<file path="src/sv/smha_pkg.sv">
// Types, opcodes and constants shared by the sign-magnitude hex ALU.
package smha_pkg;

    // Number of hex digits in a magnitude and the derived widths.
    localparam int Digits = 8;
    localparam int MagW   = 4 * Digits;
    localparam int FieldW = 32;
    localparam int ShiftW = $clog2(Digits + 1);

    // Bits of a magnitude field that take part in the arithmetic.
    localparam logic [FieldW-1:0] MagMask =
        (MagW >= FieldW) ? {FieldW{1'b1}} : FieldW'((64'd1 << MagW) - 64'd1);

    typedef enum logic [3:0] {
        OP_ADD = 4'd0,
        OP_SUB = 4'd1,
        OP_EQ  = 4'd2,
        OP_NE  = 4'd3,
        OP_GT  = 4'd4,
        OP_LT  = 4'd5,
        OP_GE  = 4'd6,
        OP_LE  = 4'd7,
        OP_SHL = 4'd8,
        OP_SHR = 4'd9,
        OP_ODD = 4'd10
    } t_op;

    // Work class decided by the front end.
    typedef enum logic [2:0] {
        KIND_NONE,
        KIND_ARITH,
        KIND_COND,
        KIND_SHL,
        KIND_SHR
    } t_kind;

    typedef struct packed {
        logic [3:0]        operation;
        logic              a_sign;
        logic [FieldW-1:0] a_magnitude;
        logic              b_sign;
        logic [FieldW-1:0] b_magnitude;
        logic [3:0]        shift_digits;
    } t_in_item;

    typedef struct packed {
        logic              result_sign;
        logic [FieldW-1:0] result_magnitude;
        logic              condition;
        logic              overflow;
    } t_out_item;

    // Classified item passed from front end to back end.
    typedef struct packed {
        t_kind             kind;
        logic              sign_a;     // normalised for arith, raw for shifts
        logic              sign_b;     // effective sign of b for add/sub
        logic [FieldW-1:0] mag_a;
        logic [FieldW-1:0] mag_b;
        logic              a_ge_b;     // magnitude compare
        logic [ShiftW-1:0] shift;      // clamped digit count
        logic              condition;  // compare / odd outcome
    } t_work;

    // Handshake between the work queue and the back end.
    typedef struct packed {
        logic valid;
        logic take;
    } t_qctl;

endpackage

</file>
<file path="src/sv/smha_front.sv">
// Front end: masks operands, normalises zero signs, runs compares, classifies the item.
module smha_front (
    input  smha_pkg::t_in_item i_item,
    output smha_pkg::t_work    o_work
);

    logic [smha_pkg::FieldW-1:0] am;
    logic [smha_pkg::FieldW-1:0] bm;
    logic                        nas;
    logic                        nbs;
    logic                        mag_gt;
    logic                        mag_eq;
    logic                        a_gt_b;
    logic                        b_gt_a;
    logic                        eq;
    smha_pkg::t_op               op;

    assign am  = i_item.a_magnitude & smha_pkg::MagMask;
    assign bm  = i_item.b_magnitude & smha_pkg::MagMask;
    // negative zero counts as +0
    assign nas = i_item.a_sign & (am != '0);
    assign nbs = i_item.b_sign & (bm != '0);

    assign mag_gt = am > bm;
    assign mag_eq = am == bm;
    assign eq     = (nas == nbs) && mag_eq;
    assign a_gt_b = (nas != nbs) ? !nas : (nas ? (!mag_gt && !mag_eq) : mag_gt);
    assign b_gt_a = (nas != nbs) ? !nbs : (nas ? mag_gt : (!mag_gt && !mag_eq));

    assign op = smha_pkg::t_op'(i_item.operation);

    always_comb begin
        o_work           = '0;
        o_work.mag_a     = am;
        o_work.mag_b     = bm;
        o_work.a_ge_b    = mag_gt || mag_eq;
        o_work.sign_a    = nas;
        o_work.sign_b    = nbs;
        if (int'(i_item.shift_digits) > smha_pkg::Digits) begin
            o_work.shift = smha_pkg::ShiftW'(smha_pkg::Digits);
        end else begin
            o_work.shift = smha_pkg::ShiftW'(i_item.shift_digits);
        end
        unique case (op)
            smha_pkg::OP_ADD: begin
                o_work.kind = smha_pkg::KIND_ARITH;
            end
            smha_pkg::OP_SUB: begin
                o_work.kind   = smha_pkg::KIND_ARITH;
                // subtracting zero keeps a positive subtrahend
                o_work.sign_b = (bm != '0) & ~nbs;
            end
            smha_pkg::OP_EQ: begin
                o_work.kind      = smha_pkg::KIND_COND;
                o_work.condition = eq;
            end
            smha_pkg::OP_NE: begin
                o_work.kind      = smha_pkg::KIND_COND;
                o_work.condition = !eq;
            end
            smha_pkg::OP_GT: begin
                o_work.kind      = smha_pkg::KIND_COND;
                o_work.condition = a_gt_b;
            end
            smha_pkg::OP_LT: begin
                o_work.kind      = smha_pkg::KIND_COND;
                o_work.condition = b_gt_a;
            end
            smha_pkg::OP_GE: begin
                o_work.kind      = smha_pkg::KIND_COND;
                o_work.condition = !b_gt_a;
            end
            smha_pkg::OP_LE: begin
                o_work.kind      = smha_pkg::KIND_COND;
                o_work.condition = !a_gt_b;
            end
            smha_pkg::OP_SHL: begin
                o_work.kind   = smha_pkg::KIND_SHL;
                o_work.sign_a = i_item.a_sign;
            end
            smha_pkg::OP_SHR: begin
                o_work.kind   = smha_pkg::KIND_SHR;
                o_work.sign_a = i_item.a_sign;
            end
            smha_pkg::OP_ODD: begin
                o_work.kind      = smha_pkg::KIND_COND;
                o_work.condition = am[0];
            end
            default: begin
                o_work.kind = smha_pkg::KIND_NONE;
            end
        endcase
    end

endmodule

</file>
<file path="src/sv/smha_queue.sv">
// Two-entry queue of classified items between front end and back end.
module smha_queue (
    input  logic             i_clk,
    input  logic             i_rst_n,
    input  logic             i_push,
    input  smha_pkg::t_work  i_data,
    output logic             o_full,
    output smha_pkg::t_qctl  o_ctl_valid,
    input  logic             i_take,
    output smha_pkg::t_work  o_data
);

    smha_pkg::t_work r_mem [2];
    logic            r_wr;
    logic            r_rd;
    logic [1:0]      r_count;
    logic            n_wr;
    logic            n_rd;
    logic [1:0]      n_count;
    logic            do_push;
    logic            do_pop;

    assign o_full            = r_count == 2'd2;
    assign o_ctl_valid.valid = r_count != 2'd0;
    assign o_ctl_valid.take  = do_pop;
    assign o_data            = r_mem[r_rd];

    assign do_push = i_push && !o_full;
    assign do_pop  = i_take && (r_count != 2'd0);

    always_comb begin
        n_wr    = r_wr ^ do_push;
        n_rd    = r_rd ^ do_pop;
        n_count = r_count + 2'(do_push) - 2'(do_pop);
    end

    always_ff @(posedge i_clk) begin
        if (!i_rst_n) begin
            r_wr    <= 1'b0;
            r_rd    <= 1'b0;
            r_count <= 2'd0;
        end else begin
            r_wr    <= n_wr;
            r_rd    <= n_rd;
            r_count <= n_count;
        end
    end

    always_ff @(posedge i_clk) begin
        if (do_push) begin
            r_mem[r_wr] <= i_data;
        end
    end

endmodule

</file>
<file path="src/sv/smha_back.sv">
// Back end: add/sub, digit shifts, result formatting and the two-entry result queue.
module smha_back (
    input  logic                i_clk,
    input  logic                i_rst_n,
    input  smha_pkg::t_qctl     i_qctl,
    input  smha_pkg::t_work     i_work,
    output logic                o_take,
    input  logic                i_pop,
    output logic                o_empty,
    output smha_pkg::t_out_item o_item
);

    smha_pkg::t_out_item         r_mem [2];
    logic                        r_wr;
    logic                        r_rd;
    logic [1:0]                  r_count;
    logic [1:0]                  n_count;
    smha_pkg::t_out_item         res;
    logic [smha_pkg::FieldW:0]   sum;
    logic [smha_pkg::FieldW-1:0] diff_ab;
    logic [smha_pkg::FieldW-1:0] diff_ba;
    logic [smha_pkg::ShiftW+1:0] amt;
    logic                        do_pop;

    assign sum     = {1'b0, i_work.mag_a} + {1'b0, i_work.mag_b};
    assign diff_ab = i_work.mag_a - i_work.mag_b;
    assign diff_ba = i_work.mag_b - i_work.mag_a;
    assign amt     = {i_work.shift, 2'b00};

    always_comb begin
        res = '0;
        unique case (i_work.kind)
            smha_pkg::KIND_ARITH: begin
                if (i_work.sign_a == i_work.sign_b) begin
                    res.overflow         = sum > {1'b0, smha_pkg::MagMask};
                    res.result_magnitude = sum[smha_pkg::FieldW-1:0] & smha_pkg::MagMask;
                    res.result_sign      = i_work.sign_a;
                end else if (i_work.a_ge_b) begin
                    res.result_magnitude = diff_ab;
                    res.result_sign      = i_work.sign_a;
                end else begin
                    res.result_magnitude = diff_ba;
                    res.result_sign      = i_work.sign_b;
                end
                // zero is positive unless the sum wrapped
                if (res.result_magnitude == '0 && !res.overflow) begin
                    res.result_sign = 1'b0;
                end
            end
            smha_pkg::KIND_COND: begin
                res.condition = i_work.condition;
            end
            smha_pkg::KIND_SHL: begin
                res.result_magnitude = (i_work.mag_a << amt) & smha_pkg::MagMask;
                res.result_sign      = i_work.sign_a;
            end
            smha_pkg::KIND_SHR: begin
                res.result_magnitude = i_work.mag_a >> amt;
                res.result_sign      = i_work.sign_a;
            end
            default: begin
                res = '0;
            end
        endcase
    end

    // move one item per cycle while the result queue has room
    assign o_take  = i_qctl.valid && (r_count != 2'd2);
    assign o_empty = r_count == 2'd0;
    assign o_item  = r_mem[r_rd];
    assign do_pop  = i_pop && !o_empty;
    assign n_count = r_count + 2'(i_qctl.take) - 2'(do_pop);

    always_ff @(posedge i_clk) begin
        if (!i_rst_n) begin
            r_wr    <= 1'b0;
            r_rd    <= 1'b0;
            r_count <= 2'd0;
        end else begin
            r_wr    <= r_wr ^ i_qctl.take;
            r_rd    <= r_rd ^ do_pop;
            r_count <= n_count;
        end
    end

    always_ff @(posedge i_clk) begin
        if (i_qctl.take) begin
            r_mem[r_wr] <= res;
        end
    end

endmodule

</file>
<file path="src/sv/sign_magnitude_hex_alu_unit.sv">
// Sign-magnitude hex ALU: add, subtract, compare, digit shifts and odd test.
// Path: an item is written into the work queue, then moved into the result queue, which drives o_item.
// Throughput: one item per cycle while full is low, held by the two-entry work and result queues.
// full rises only once the work queue holds two items the back end cannot move.
// Reset (synchronous, active low) empties both queues: full low, empty high.
module sign_magnitude_hex_alu_unit (
    input  logic                i_clk,
    input  logic                i_rst_n,
    input  logic                push,
    output logic                full,
    input  smha_pkg::t_in_item  i_item,
    output logic                empty,
    input  logic                pop,
    output smha_pkg::t_out_item o_item
);

    // classified item from the front end
    smha_pkg::t_work front_work;
    // head of the work queue
    smha_pkg::t_work queue_work;
    // work queue status towards the back end
    smha_pkg::t_qctl queue_ctl;
    // back end takes the queue head this cycle
    logic            back_take;

    // Front end: purely decode and compare; an item is classified in the
    // cycle of its input transfer and written into the work queue.
    smha_front u_front (
        .i_item (i_item),
        .o_work (front_work)
    );

    // Work queue: decouples acceptance from the back end, so input transfers
    // continue while a result waits to be popped.
    smha_queue u_queue (
        .i_clk       (i_clk),
        .i_rst_n     (i_rst_n),
        .i_push      (push),
        .i_data      (front_work),
        .o_full      (full),
        .o_ctl_valid (queue_ctl),
        .i_take      (back_take),
        .o_data      (queue_work)
    );

    // Back end: an adder, two subtractors and left/right shifters, result into its own queue.
    smha_back u_back (
        .i_clk   (i_clk),
        .i_rst_n (i_rst_n),
        .i_qctl  (queue_ctl),
        .i_work  (queue_work),
        .o_take  (back_take),
        .i_pop   (pop),
        .o_empty (empty),
        .o_item  (o_item)
    );

endmodule

</file>
<file path="config.mk">
export PLATFORM = sky130hd
export DESIGN_NAME = sign_magnitude_hex_alu_unit
export DESIGN_NICKNAME = d
export VERILOG_FILES = /design/src/sv/smha_pkg.sv /design/src/sv/smha_front.sv /design/src/sv/smha_queue.sv /design/src/sv/smha_back.sv /design/src/sv/sign_magnitude_hex_alu_unit.sv
export SDC_FILE = /design/constraint.sdc
export NUM_CORES = 1
export LEC_CHECK = 0
export BUFFER_PORTS_ARGS = -buffer_cell sky130_fd_sc_hd__buf_2
export CORE_MARGIN = 5
export CORE_UTILIZATION = 30
export DETAILED_ROUTE_END_ITERATION = 10
export GPL_TIMING_DRIVEN = 0
export HOLD_SLACK_MARGIN = 0.08
export REMOVE_ABC_BUFFERS = 1
export SETUP_SLACK_MARGIN = 0.05
export SLEW_MARGIN = 15
export SYNTH_ARGS = -nofsm -noshare
export SYNTH_HDL_FRONTEND = slang
export SYNTH_SLANG_ARGS = --single-unit
export TNS_END_PERCENT = 1
</file>
<file path="constraint.sdc">
create_clock -name i_clk -period 11.52 [get_ports i_clk]
set_input_delay 1.728 -clock i_clk [delete_from_list [all_inputs] [get_ports i_clk]]
set_output_delay 1.728 -clock i_clk [all_outputs]
set_load 0.005 [all_outputs]
</file>
==> results of run 1 <==
-- sequential cells by signal (all words and copies together), names as in the netlist, named ones only --
| signal | cells |
|---|---|
| u_back.r_count | 2 |
| u_back.r_mem | 70 |
| u_back.r_rd | 1 |
| u_back.r_wr | 1 |
| u_queue.r_count | 2 |
| u_queue.r_mem | 150 |
| u_queue.r_rd | 1 |
| u_queue.r_wr | 1 |
-- kinds of logic after synthesis --
kind of cell	after synthesis	share of synthesized area (%)
mux	119	7.63
simple gates	491	13.9
buf+inv	224	5.45
compound gates	528	20.6
flops	230	40.2
xor+xnor	40	2.07
fa+ha+maj	137	10.3
-- stage by stage --
step,worst slack (ps),TNS (ps)
2_1_floorplan,4830,0
3_5_place_dp,4950,0
5_1_grt,4760,0
6_report,4910,0
3_3_place_gp,-125,-771
4_1_cts,4940,0
-- worst max-delay path: cells and delay by family (launching register included) --
| family | cells | cell delay, ps |
|---|---|---|
| AO/OA/AOI/OAI | 5 | 1650 |
| adder cells (fa/ha/maj) | 1 | 560 |
| multiplexers | 2 | 1080 |
| AND/OR/NAND/NOR | 4 | 1080 |
| flip-flops | 1 | 870 |
| buffers and inverters | 2 | 700 |
| XOR/XNOR | 1 | 240 |
-- layout make-up --
class	instances	area (sq um)
Fill cell	5872	36900
Multi-Input combinational cell	1315	9330
Sequential cell	230	6810
Tap cell	756	946
Timing Repair Buffer	128	921
Clock buffer	29	641
Inverter	134	503
Clock inverter	15	163
Antenna cell	2	5.00
-- power groups by stage --
stage	Sequential (mW)	Combinational (mW)	Clock, mW
after CTS	1.23	3.13	0.809
after global placement	1.29	3.00	0
after detailed placement	1.25	3.12	0
after global routing	1.25	3.43	0.843
final	1.23	3.17	0.788
after floorplan	1.26	2.01	0
-- per-layer routing --
metal  track usage, %  share of wire, %  vias to the layer above
met2             30.4                47                      459
met3             2.57               6.0                       71
met4             3.98               2.2                        0
met5                0                 0                        -
li1                 -                 -                     6713
met1             24.9                45                     7036
-- worst paths after layout --
| path | start | end | slack, ps | depth (start not counted) |
|---|---|---|---|---|
| max | flip-flop | u_back.r_mem[0][34]$_DFFE_PP_ | 4910 | 15 |
| min | u_queue.r_rd$_SDFF_PN0_ | u_queue.r_rd$_SDFF_PN0_ | 540 | 2 |
| max reg2reg | flip-flop | u_back.r_mem[0][34]$_DFFE_PP_ | 4910 | 15 |
| min reg2reg | u_queue.r_rd$_SDFF_PN0_ | u_queue.r_rd$_SDFF_PN0_ | 540 | 2 |
-- placed cells by master, fill, tap and decap left out, types with 8 or more instances in the layout --
cell type | Yosys | layout
o211ai_1 | 16 | 16
a21oi_1 | 153 | 152
nor3_1 | 24 | 24
nand2b_1 | 18 | 18
inv_1 | 131 | 131
nand3_1 | 22 | 22
mux2i_1 | 54 | 50
o21ai_0 | 112 | 112
clkbuf_16 | 0 | 25
nor2b_1 | 30 | 30
a22oi_1 | 10 | 10
edfxtp_1 | 220 | 220
ha_1 | 134 | 130
a21o_1 | 24 | 24
mux2_2 | 62 | 62
o31ai_1 | 15 | 15
a211oi_1 | 36 | 36
nor4_1 | 24 | 24
nor2_1 | 188 | 188
a31oi_1 | 25 | 24
buf_2 | 20 | 114
dfxtp_1 | 10 | 8
o221ai_1 | 32 | 32
xnor2_1 | 37 | 37
and2_1 | 10 | 10
buf_16 | 0 | 10
nand2_1 | 111 | 111
nand4_1 | 25 | 25
==> impl_metrics.json, run 1 <==
{
  "grt_max_degree": 54,
  "period_needed_ps": 6610,
  "yosys.area.top_type": "edfxtp_1",
  "maxSlewViolCount": 0,
  "cap_violations": 0,
  "fmax_mhz": 151,
  "yosys_warnings": 0,
  "clkSinkCount": 230,
  "cts_setup_buffers": 0,
  "p_comb_share_pct": 61.1,
  "antenna_found_initial": 1,
  "num_vias": 14300,
  "start_util_pct": 30.1,
  "die_h_um": 248,
  "synth_cell_type_count": 90,
  "ant_nets": 0,
  "placed_cells": 2563,
  "synthTopCellsByCount": "edfxtp_1 (220), nor2_1 (188), a21oi_1 (153)",
  "synth_area_per_cell_sq_um": 9.57,
  "worst_slew_pin_slew_ps": 1070,
  "grt_pass1_vias": 14200,
  "hold_ws_ps": 539,
  "p_total_mw": 5.19,
  "synth-async-reset-ratio_pct": 0,
  "ys_ff_latch": 230,
  "min_period_over_period_pct": 57.4,
  "wl_per_cell_um": 22.1,
  "drc": 0,
  "grt_pass1_wl_mm": 85.8,
  "layout-drive-gt1-share_pct": 14.6,
  "cp_slowest_cell": "mux2i_1",
  "power.density_nw_per_um2": 269,
  "cts_buffers": 25,
  "grtUsageTotal_pct": 18.1,
  "drtIter0Drc": 1141,
  "end_kind": "flip-flop",
  "nNetsFinal": 2049,
  "synthTopCellsByArea": "edfxtp_1 (39%), ha_1 (9.9%), a21oi_1 (4.5%), nor2_1 (4.2%), mux2_2 (4.1%)",
  "viasPerCell": 5.47,
  "seq_area_frac_synth_pct": 40.2,
  "root_buffer": "clkbuf_16",
  "worstPathMaxFanout": 47,
  "worstPathRequired_ps": 11760,
  "areaGrowthSynthToFinish_pct": 14.1,
  "dieArea_sq_um": 61300,
  "synth_edf_count": 220,
  "drt-total-wl_mm": 57.8,
  "cts_tree": "done",
  "grt_remaining_overflow": 0,
  "switching_share_pct": 47.8,
  "vdd_drop_max_mv": 0.115,
  "finalHoldViolations": 0,
  "critical_path.max_stage_delay_ps": 890,
  "io_pins": 115,
  "core_sq_um": 56200,
  "drtPass1Iterations": 5,
  "clk_latency_ps": 540,
  "cts_resized": 0,
  "power.leakage_nw": 7.34,
  "postSynthCellCount": 1769,
  "switchingPower_mw": 2.48,
  "dieWidth_um": 248,
  "internal_power_mw": 2.71,
  "final-instance-count-excl-fill": 2609,
  "io_buffers": 114,
  "slew_headroom_pct": 28.7,
  "final_area_sq_um": 19300,
  "holdBufCountCts": 0,
  "post-route-util_pct": 34.4,
  "arrival_ps": 6850,
  "place_congestion": 0.928,
  "pwr-share-seq_pct": 23.7,
  "yosysMostFrequentCell": "edfxtp_1",
  "pwr-share-clk_pct": 15.2,
  "crit_type": "flip-flop to flip-flop",
  "rsz0062_at_grt": "false",
  "place_area_sq_um": 18500,
  "synth_ff_type": "edfxtp_1",
  "clkTransAtPathRegs_ps": 60,
  "synth_area_sq_um": 16900,
  "cts_htree_levels": 1,
  "clock_skew_ps": 8.51,
  "dp_hpwl_mm": 45.8,
  "outcome": "finished, final reports clean",
  "crit_chain": "buf_16 -> mux2i_1 -> inv_1 -> ha_1 -> o21ai_1 -> nor3_2 -> o21ai_1 -> a32oi_1 -> mux2i_1 -> xnor2_1 -> a2111oi_2 -> and4_1 -> nand4_1 -> nor4b_2 -> a31oi_1",
  "hp-class": "flip-flop to flip-flop",
  "synth_top_area_share_pct": 39.0,
  "fp-row-count": 87,
  "cts_buffer_depth": 3,
  "finalSetupViolCount": 0,
  "setup.worst_path.start_class": "flip-flop"
}
Power figures use the tool's default switching activity.
==> inputs of run 2 (changes only) <==
--- a/config.mk
+++ b/config.mk
@@ -5,6 +5,7 @@
 export SDC_FILE = /design/constraint.sdc
 export NUM_CORES = 1
 export LEC_CHECK = 0
+export ABC_AREA = 1
 export BUFFER_PORTS_ARGS = -buffer_cell sky130_fd_sc_hd__buf_2
 export CORE_MARGIN = 5
 export CORE_UTILIZATION = 30
==> constraint.sdc (replaced) <==
create_clock -name i_clk -period 6.26 [get_ports i_clk]
set_input_delay 0.939 -clock i_clk [delete_from_list [all_inputs] [get_ports i_clk]]
set_output_delay 0.939 -clock i_clk [all_outputs]
set_load 0.005 [all_outputs]
==> impl_metrics.json, run 2 <==
{
  "maxSlewViolCount": 0,
  "clkSinkCount": 230,
  "period_needed_ps": 5150,
  "cts_resized": 0,
  "cts_buffers": 24,
  "outcome": "finished, final reports clean",
  "end_kind": "flip-flop",
  "clkTransAtPathRegs_ps": 60,
  "placed_cells": 3405,
  "multi_input_area_sq_um": 9950,
  "grt_max_degree": 75,
  "tns_ps": 0,
  "synth_area_sq_um": 18500,
  "worstPathRequired_ps": 6530,
  "grt_pass1_wl_mm": 94.2,
  "place_congestion": 0.988,
  "cp_slowest_cell": "ha_1",
  "reg_top3": "u_queue.r_mem (150), u_back.r_mem (70)",
  "hp-class": "flip-flop to flip-flop",
  "finalHoldViolations": 0,
  "drtPass1Iterations": 8,
  "cap_violations": 0,
  "arrival_ps": 5430,
  "wl_per_cell_um": 17.9,
  "root_buffer": "clkbuf_16",
  "cts_setup_buffers": 0,
  "dieArea_sq_um": 66800,
  "dieWidth_um": 259,
  "grtUsageTotal_pct": 17.9,
  "io_buffers": 114,
  "viasPerCell": 4.94,
  "synth_area_per_cell_sq_um": 7.18,
  "synth_edf_count": 220,
  "drc": 0,
  "postSynthCellCount": 2582,
  "synthTopCellsByCount": "nand2_1 (838), inv_1 (369), edfxtp_1 (220)",
  "final_common_cell": "nand2_1",
  "drt-total-wl_mm": 61.8,
  "cts_tree": "done",
  "holdBufCountCts": 0,
  "grt_remaining_overflow": 0,
  "clk_latency_ps": 550,
  "largest_reg_flops": 150,
  "nFillCells": 6667,
  "ant_nets": 0,
  "ys_ff_latch": 230,
  "clock_skew_ps": 14.2,
  "crit_chain": "buf_16 -> inv_4 -> or2_2 -> o21ai_0 -> inv_1 -> ha_1 -> nand2_1 -> nor2_1 -> nand2_1 -> nand3_1 -> nand2_1 -> nand3_1 -> nand4_1 -> nand2_1 -> nand4_1 -> nand2_1 -> nand3_1 -> nor2_1 -> nand3_1 -> nand2_1 -> nand2_1",
  "worst_slew_pin_slew_ps": 1140,
  "layout_common_cells": "nand2_1 (838), inv_1 (368), edfxtp_1 (220)",
  "critPathTopFamily": "simple AND/OR/NAND/NOR gates",
  "nNetsFinal": 2856,
  "yosys_warnings": 0,
  "synth_top_area_share_pct": 35.7,
  "num_vias": 17000,
  "layout-drive-gt1-share_pct": 10.9,
  "cpMostUsedCell": "nand2_1",
  "die_h_um": 259,
  "regArea_sq_um": 6810,
  "fp-row-count": 91,
  "synthTopCellsByArea": "edfxtp_1 (36%), nand2_1 (17%), ha_1 (9.0%), inv_1 (7.5%), nand3_1 (5.4%)",
  "synth_cell_type_count": 48,
  "slew_headroom_pct": 23.4,
  "drtIter0Drc": 1309,
  "dp_hpwl_mm": 49.4,
  "synth_ff_type": "edfxtp_1",
  "start_util_pct": 30.1,
  "yosysMostFrequentCell": "nand2_1",
  "antenna_found_initial": 5,
  "cts_htree_levels": 1,
  "worst-path-buf-inv": 3,
  "final-instance-count-excl-fill": 3449,
  "critical_path.max_stage_delay_ps": 580,
  "synth-async-reset-ratio_pct": 0,
  "regMostFlops": "u_queue.r_mem",
  "finalSetupViolCount": 0,
  "fmax_mhz": 194,
  "yosys.area.top_type": "edfxtp_1",
  "core_sq_um": 61500,
  "cts_buffer_depth": 3,
  "areaGrowthSynthToFinish_pct": 11.6,
  "min_period_over_period_pct": 82.3,
  "post-route-util_pct": 33.6,
  "rsz0062_at_grt": "false",
  "crit_type": "flip-flop to flip-flop",
  "worstPathMaxFanout": 74,
  "seq_area_frac_synth_pct": 36.7,
  "setup.worst_path.start_class": "flip-flop",
  "io_pins": 115,
  "grt_pass1_vias": 16200
}
[run 2: cell count changes after synthesis, sizes merged, moves of 29 or more]
cell	before	now
o21ai	119	157
a211oi	39	2
o221ai	33	1
inv	133	378
mux2i	55	1
nand3	22	201
mux2	64	35
or2	1	68
nand2	111	843
a21oi	155	125
xnor2	37	1
nor2b	30	0
[run 2: logic make-up (layout without fill, tap and decap cells)]
| group | after synthesis | in the layout | share of synthesized area [%] |
|---|---|---|---|
| and+or+nand+nor | 1359 | 1359 | 31.0 |
| adders and majority gates | 137 | 137 | 9.37 |
| other | 0 | 1 | 0 |
| DFF | 230 | 230 | 36.7 |
| muxes | 36 | 36 | 2.18 |
| AOI/OAI and AO/OA | 344 | 344 | 10.4 |
| xor gates and xnor gates | 8 | 8 | 0.378 |
| buffers and inverters | 468 | 544 | 9.93 |
[run 2: metal layers]
| metal | up-vias | share of wire, % | global-route usage (%) |
|---|---|---|---|
| met5 | - | 0.066 | 0 |
| met4 | 6 | 4.0 | 6.52 |
| met3 | 107 | 7.0 | 2.95 |
| met2 | 516 | 45 | 29.4 |
| met1 | 7852 | 44 | 23.9 |
| li1 | 8543 | - | - |
[run 2: path summary, 6_finish.rpt]
check                           cells after the start                            end  slack (ps)               startpoint
worst max-delay path                               21  u_back.r_mem[0][34]$_DFFE_PP_        1110                flip-flop
worst min-delay path                                1                      flip-flop         460  u_queue.r_rd$_SDFF_PN0_
worst max register to register                     21  u_back.r_mem[0][34]$_DFFE_PP_        1110                flip-flop
worst min register to register                      1                      flip-flop         460  u_queue.r_rd$_SDFF_PN0_
[run 2: per-stage QoR]
step | setup WS [ps] | hold slack (ps) | instance area, sq um
2_1_floorplan | 1460 | 425 | 18100
3_3_place_gp | -1920 | 435 | 19700
3_5_place_dp | 1170 | 438 | 19900
4_1_cts | 1160 | 454 | 20700
5_1_grt | 708 | 475 | 20700
6_report | 1110 | 457 | 20700
[run 2: cell type report]
cell class	instances	share of cell area, %
Antenna cell	1	0.0121
Clock buffer	27	2.96
Clock inverter	16	0.647
Inverter	378	6.87
Multi-Input combinational cell	1884	48.1
Sequential cell	230	32.9
Tap cell	790	4.78
Timing Repair Buffer	123	3.69
[run 2: worst register-to-register path: stages, from the launching register on]
cell	delay, ps
dfxtp_4	500
buf_16	280
inv_4	380
or2_2	400
o21ai_0	380
inv_1	160
ha_1	580
nand2_1	130
nor2_1	260
nand2_1	90
nand3_1	130
nand2_1	110
nand3_1	220
nand4_1	180
nand2_1	210
nand4_1	110
nand2_1	180
nand3_1	100
nor2_1	160
nand3_1	140
nand2_1	90
nand2_1	100
Power of run 2 is left out: the tool's default activity adds up to more than one toggle a clock period on the data nets, which glitch-free logic cannot reach.
==> inputs of run 3 (changes only) <==
--- a/config.mk
+++ b/config.mk
@@ -5,7 +5,7 @@
 export SDC_FILE = /design/constraint.sdc
 export NUM_CORES = 1
 export LEC_CHECK = 0
-export ABC_AREA = 1
+export ABC_AREA = 0
 export BUFFER_PORTS_ARGS = -buffer_cell sky130_fd_sc_hd__buf_2
 export CORE_MARGIN = 5
 export CORE_UTILIZATION = 30
==> constraint.sdc (replaced) <==
create_clock -name i_clk -period 4.3 [get_ports i_clk]
set_input_delay 0.645 -clock i_clk [delete_from_list [all_inputs] [get_ports i_clk]]
set_output_delay 0.645 -clock i_clk [all_outputs]
set_load 0.005 [all_outputs]
==> impl_metrics.json, run 3 (synthesis results as in run 1) <==
{
  "outcome": "complete, but fails checks",
  "violations": "setup timing",
  "largest_reg_flops": 150,
  "worst-path-buf-inv": 3,
  "grtUsageTotal_pct": 18.7,
  "post-route-util_pct": 36.4,
  "holdBufCountCts": 0,
  "layout_common_cells": "edfxtp_1 (220), nor2_1 (185), a21oi_1 (141)",
  "fmax_mhz": 218,
  "drtIter0Drc": 1167,
  "io_buffers": 114,
  "areaGrowthSynthToFinish_pct": 20.8,
  "critical_path.max_stage_delay_ps": 470,
  "ant_nets": 0,
  "power.density_nw_per_um2": 740,
  "pwr-share-seq_pct": 21.5,
  "cap_violations": 0,
  "dp_hpwl_mm": 45.8,
  "place_area_sq_um": 18500,
  "finalSetupViolCount": 2,
  "regMostFlops": "u_queue.r_mem",
  "dieArea_sq_um": 61300,
  "place_congestion": 0.928,
  "cts_buffers": 25,
  "end_kind": "flip-flop",
  "tns_ps": -563,
  "arrival_ps": 4850,
  "die_h_um": 248,
  "worst_slack_ps": -282,
  "cts_tree": "done",
  "vdd_drop_max_mv": 0.359,
  "num_vias": 14600,
  "clkSinkCount": 230,
  "power.leakage_nw": 7.66,
  "clkTransAtPathRegs_ps": 60,
  "finalHoldViolations": 0,
  "grt_remaining_overflow": 0,
  "rsz0062_at_grt": "true",
  "final_common_cell": "edfxtp_1",
  "min_period_over_period_pct": 107,
  "switchingPower_mw": 7.15,
  "dieWidth_um": 248,
  "worstPathMaxFanout": 7,
  "hp-class": "input port to flip-flop",
  "p_total_mw": 15.1,
  "grt_max_degree": 54,
  "io_pins": 115,
  "layout-drive-gt1-share_pct": 22.1,
  "switching_share_pct": 47.2,
  "reg_top3": "u_queue.r_mem (150), u_back.r_mem (70)",
  "slew_headroom_pct": 26.8,
  "cp_slowest_cell": "dfxtp_4",
  "crit_chain": "buf_16 -> mux2i_4 -> ha_4 -> inv_1 -> fa_2 -> a211oi_4 -> o211ai_1 -> buf_4 -> a31oi_4 -> o21ai_1 -> a211oi_2 -> o32ai_2 -> xnor2_2 -> and4_1 -> nand4_1 -> nor4b_2 -> a31oi_2",
  "drt-total-wl_mm": 60.0,
  "worst_slew_pin_slew_ps": 1100,
  "grt_pass1_vias": 14400,
  "clock_skew_ps": 9.05,
  "fp-row-count": 87,
  "grt_pass1_wl_mm": 88.4,
  "nFillCells": 5750,
  "cts_buffer_depth": 3,
  "drc": 0,
  "period_needed_ps": 4580,
  "critPathTopFamily": "compound AO/OA/AOI/OAI gates",
  "r2r_slack_ps": -280,
  "wl_per_cell_um": 22.7,
  "setup.worst_path.start_class": "flip-flop",
  "worstPathRequired_ps": 4570,
  "start_util_pct": 30.1,
  "p_comb_share_pct": 64.5,
  "root_buffer": "clkbuf_16",
  "clk_latency_ps": 550,
  "internal_power_mw": 7.99,
  "pwr-share-clk_pct": 14.0,
  "drtPass1Iterations": 5,
  "antenna_found_initial": 1,
  "core_sq_um": 56200,
  "nNetsFinal": 2089,
  "cts_htree_levels": 1,
  "hold_ws_ps": 326,
  "maxSlewViolCount": 0,
  "final_area_sq_um": 20500,
  "viasPerCell": 5.51,
  "crit_type": "flip-flop to flip-flop"
}
==> run 3: cell types whose count changed in the layout (fill, tap and decap cells not counted), sizes merged, moves of 30 or more <==
cell    delta
xnor2     +36
nand2    -732
or2       -67
nand3    -179
a211oi    +37
a21oi     +30
mux2i     +54
inv      -245
buf       +43
o221ai    +32
o21ai     -38
nor2b     +30
==> run 3: layout make-up <==
cell class                      count  area (sq um)  area share [%]
Clock buffer                       29           641            3.13
Multi-Input combinational cell   1315         10100            49.3
Sequential cell                   230          6810            33.3
Inverter                          134           507            2.48
Timing Repair Buffer              168          1300            6.36
Tap cell                          756           946            4.62
Antenna cell                        2          5.00          0.0245
Clock inverter                     15           163           0.795
==> run 3: final timing paths <==
kind / end / start / cells after the start
setup / recovery: u_back.r_mem[0][34]$_DFFE_PP_ / flip-flop / 17
hold / removal: u_queue.r_mem[0][17]$_DFFE_PP_ / i_item[15] / 1
setup reg to reg: u_back.r_mem[0][34]$_DFFE_PP_ / flip-flop / 17
hold reg to reg: u_back.r_rd$_SDFF_PN0_ / u_back.r_rd$_SDFF_PN0_ / 2
==> run 3: power groups by stage <==
stage / Sequential, mW / Clock (mW) / Combinational [mW]
finish: 3.26 / 2.12 / 9.76
global route: 3.30 / 2.26 / 10.5
CTS: 3.26 / 2.17 / 9.24
detailed placement: 3.35 / 0 / 8.35
global placement: 3.46 / 0 / 8.04
floorplan: 3.37 / 0 / 5.38
==> run 3: layer usage <==
metal	share of wire, %	vias to the layer above	global-route usage (%)
met3	5.6	84	2.55
met5	0	-	0
li1	-	6810	-
met1	45	7206	25.7
met4	2.8	0	4.73
met2	47	493	31.2
==> run 3: worst reg2reg max path, stage by stage, from the launching register on <==
cell and delay, ps:
dfxtp_4 470, buf_16 190, mux2i_4 400, ha_4 200, inv_1 60, fa_2 370
a211oi_4 320, o211ai_1 220, buf_4 210, a31oi_4 230, o21ai_1 120, a211oi_2 230
o32ai_2 140, xnor2_2 260, and4_1 260, nand4_1 150, nor4b_2 280, a31oi_2 170
==> run 3: metrics by stage <==
step	cells	worst slack, ps
finish	2649	-282
global route	2647	-321
CTS	2636	-289
detailed placement	2563	-2270
floorplan	1679	-2390
global placement	2549	-7350
==> run 3: timing repair <==
action	CTS	global route
endpoints found under the setup margin	60	26
gates resized for setup	103	60
cloned	2	0
setup buffers	27	11
pin swaps	20	19
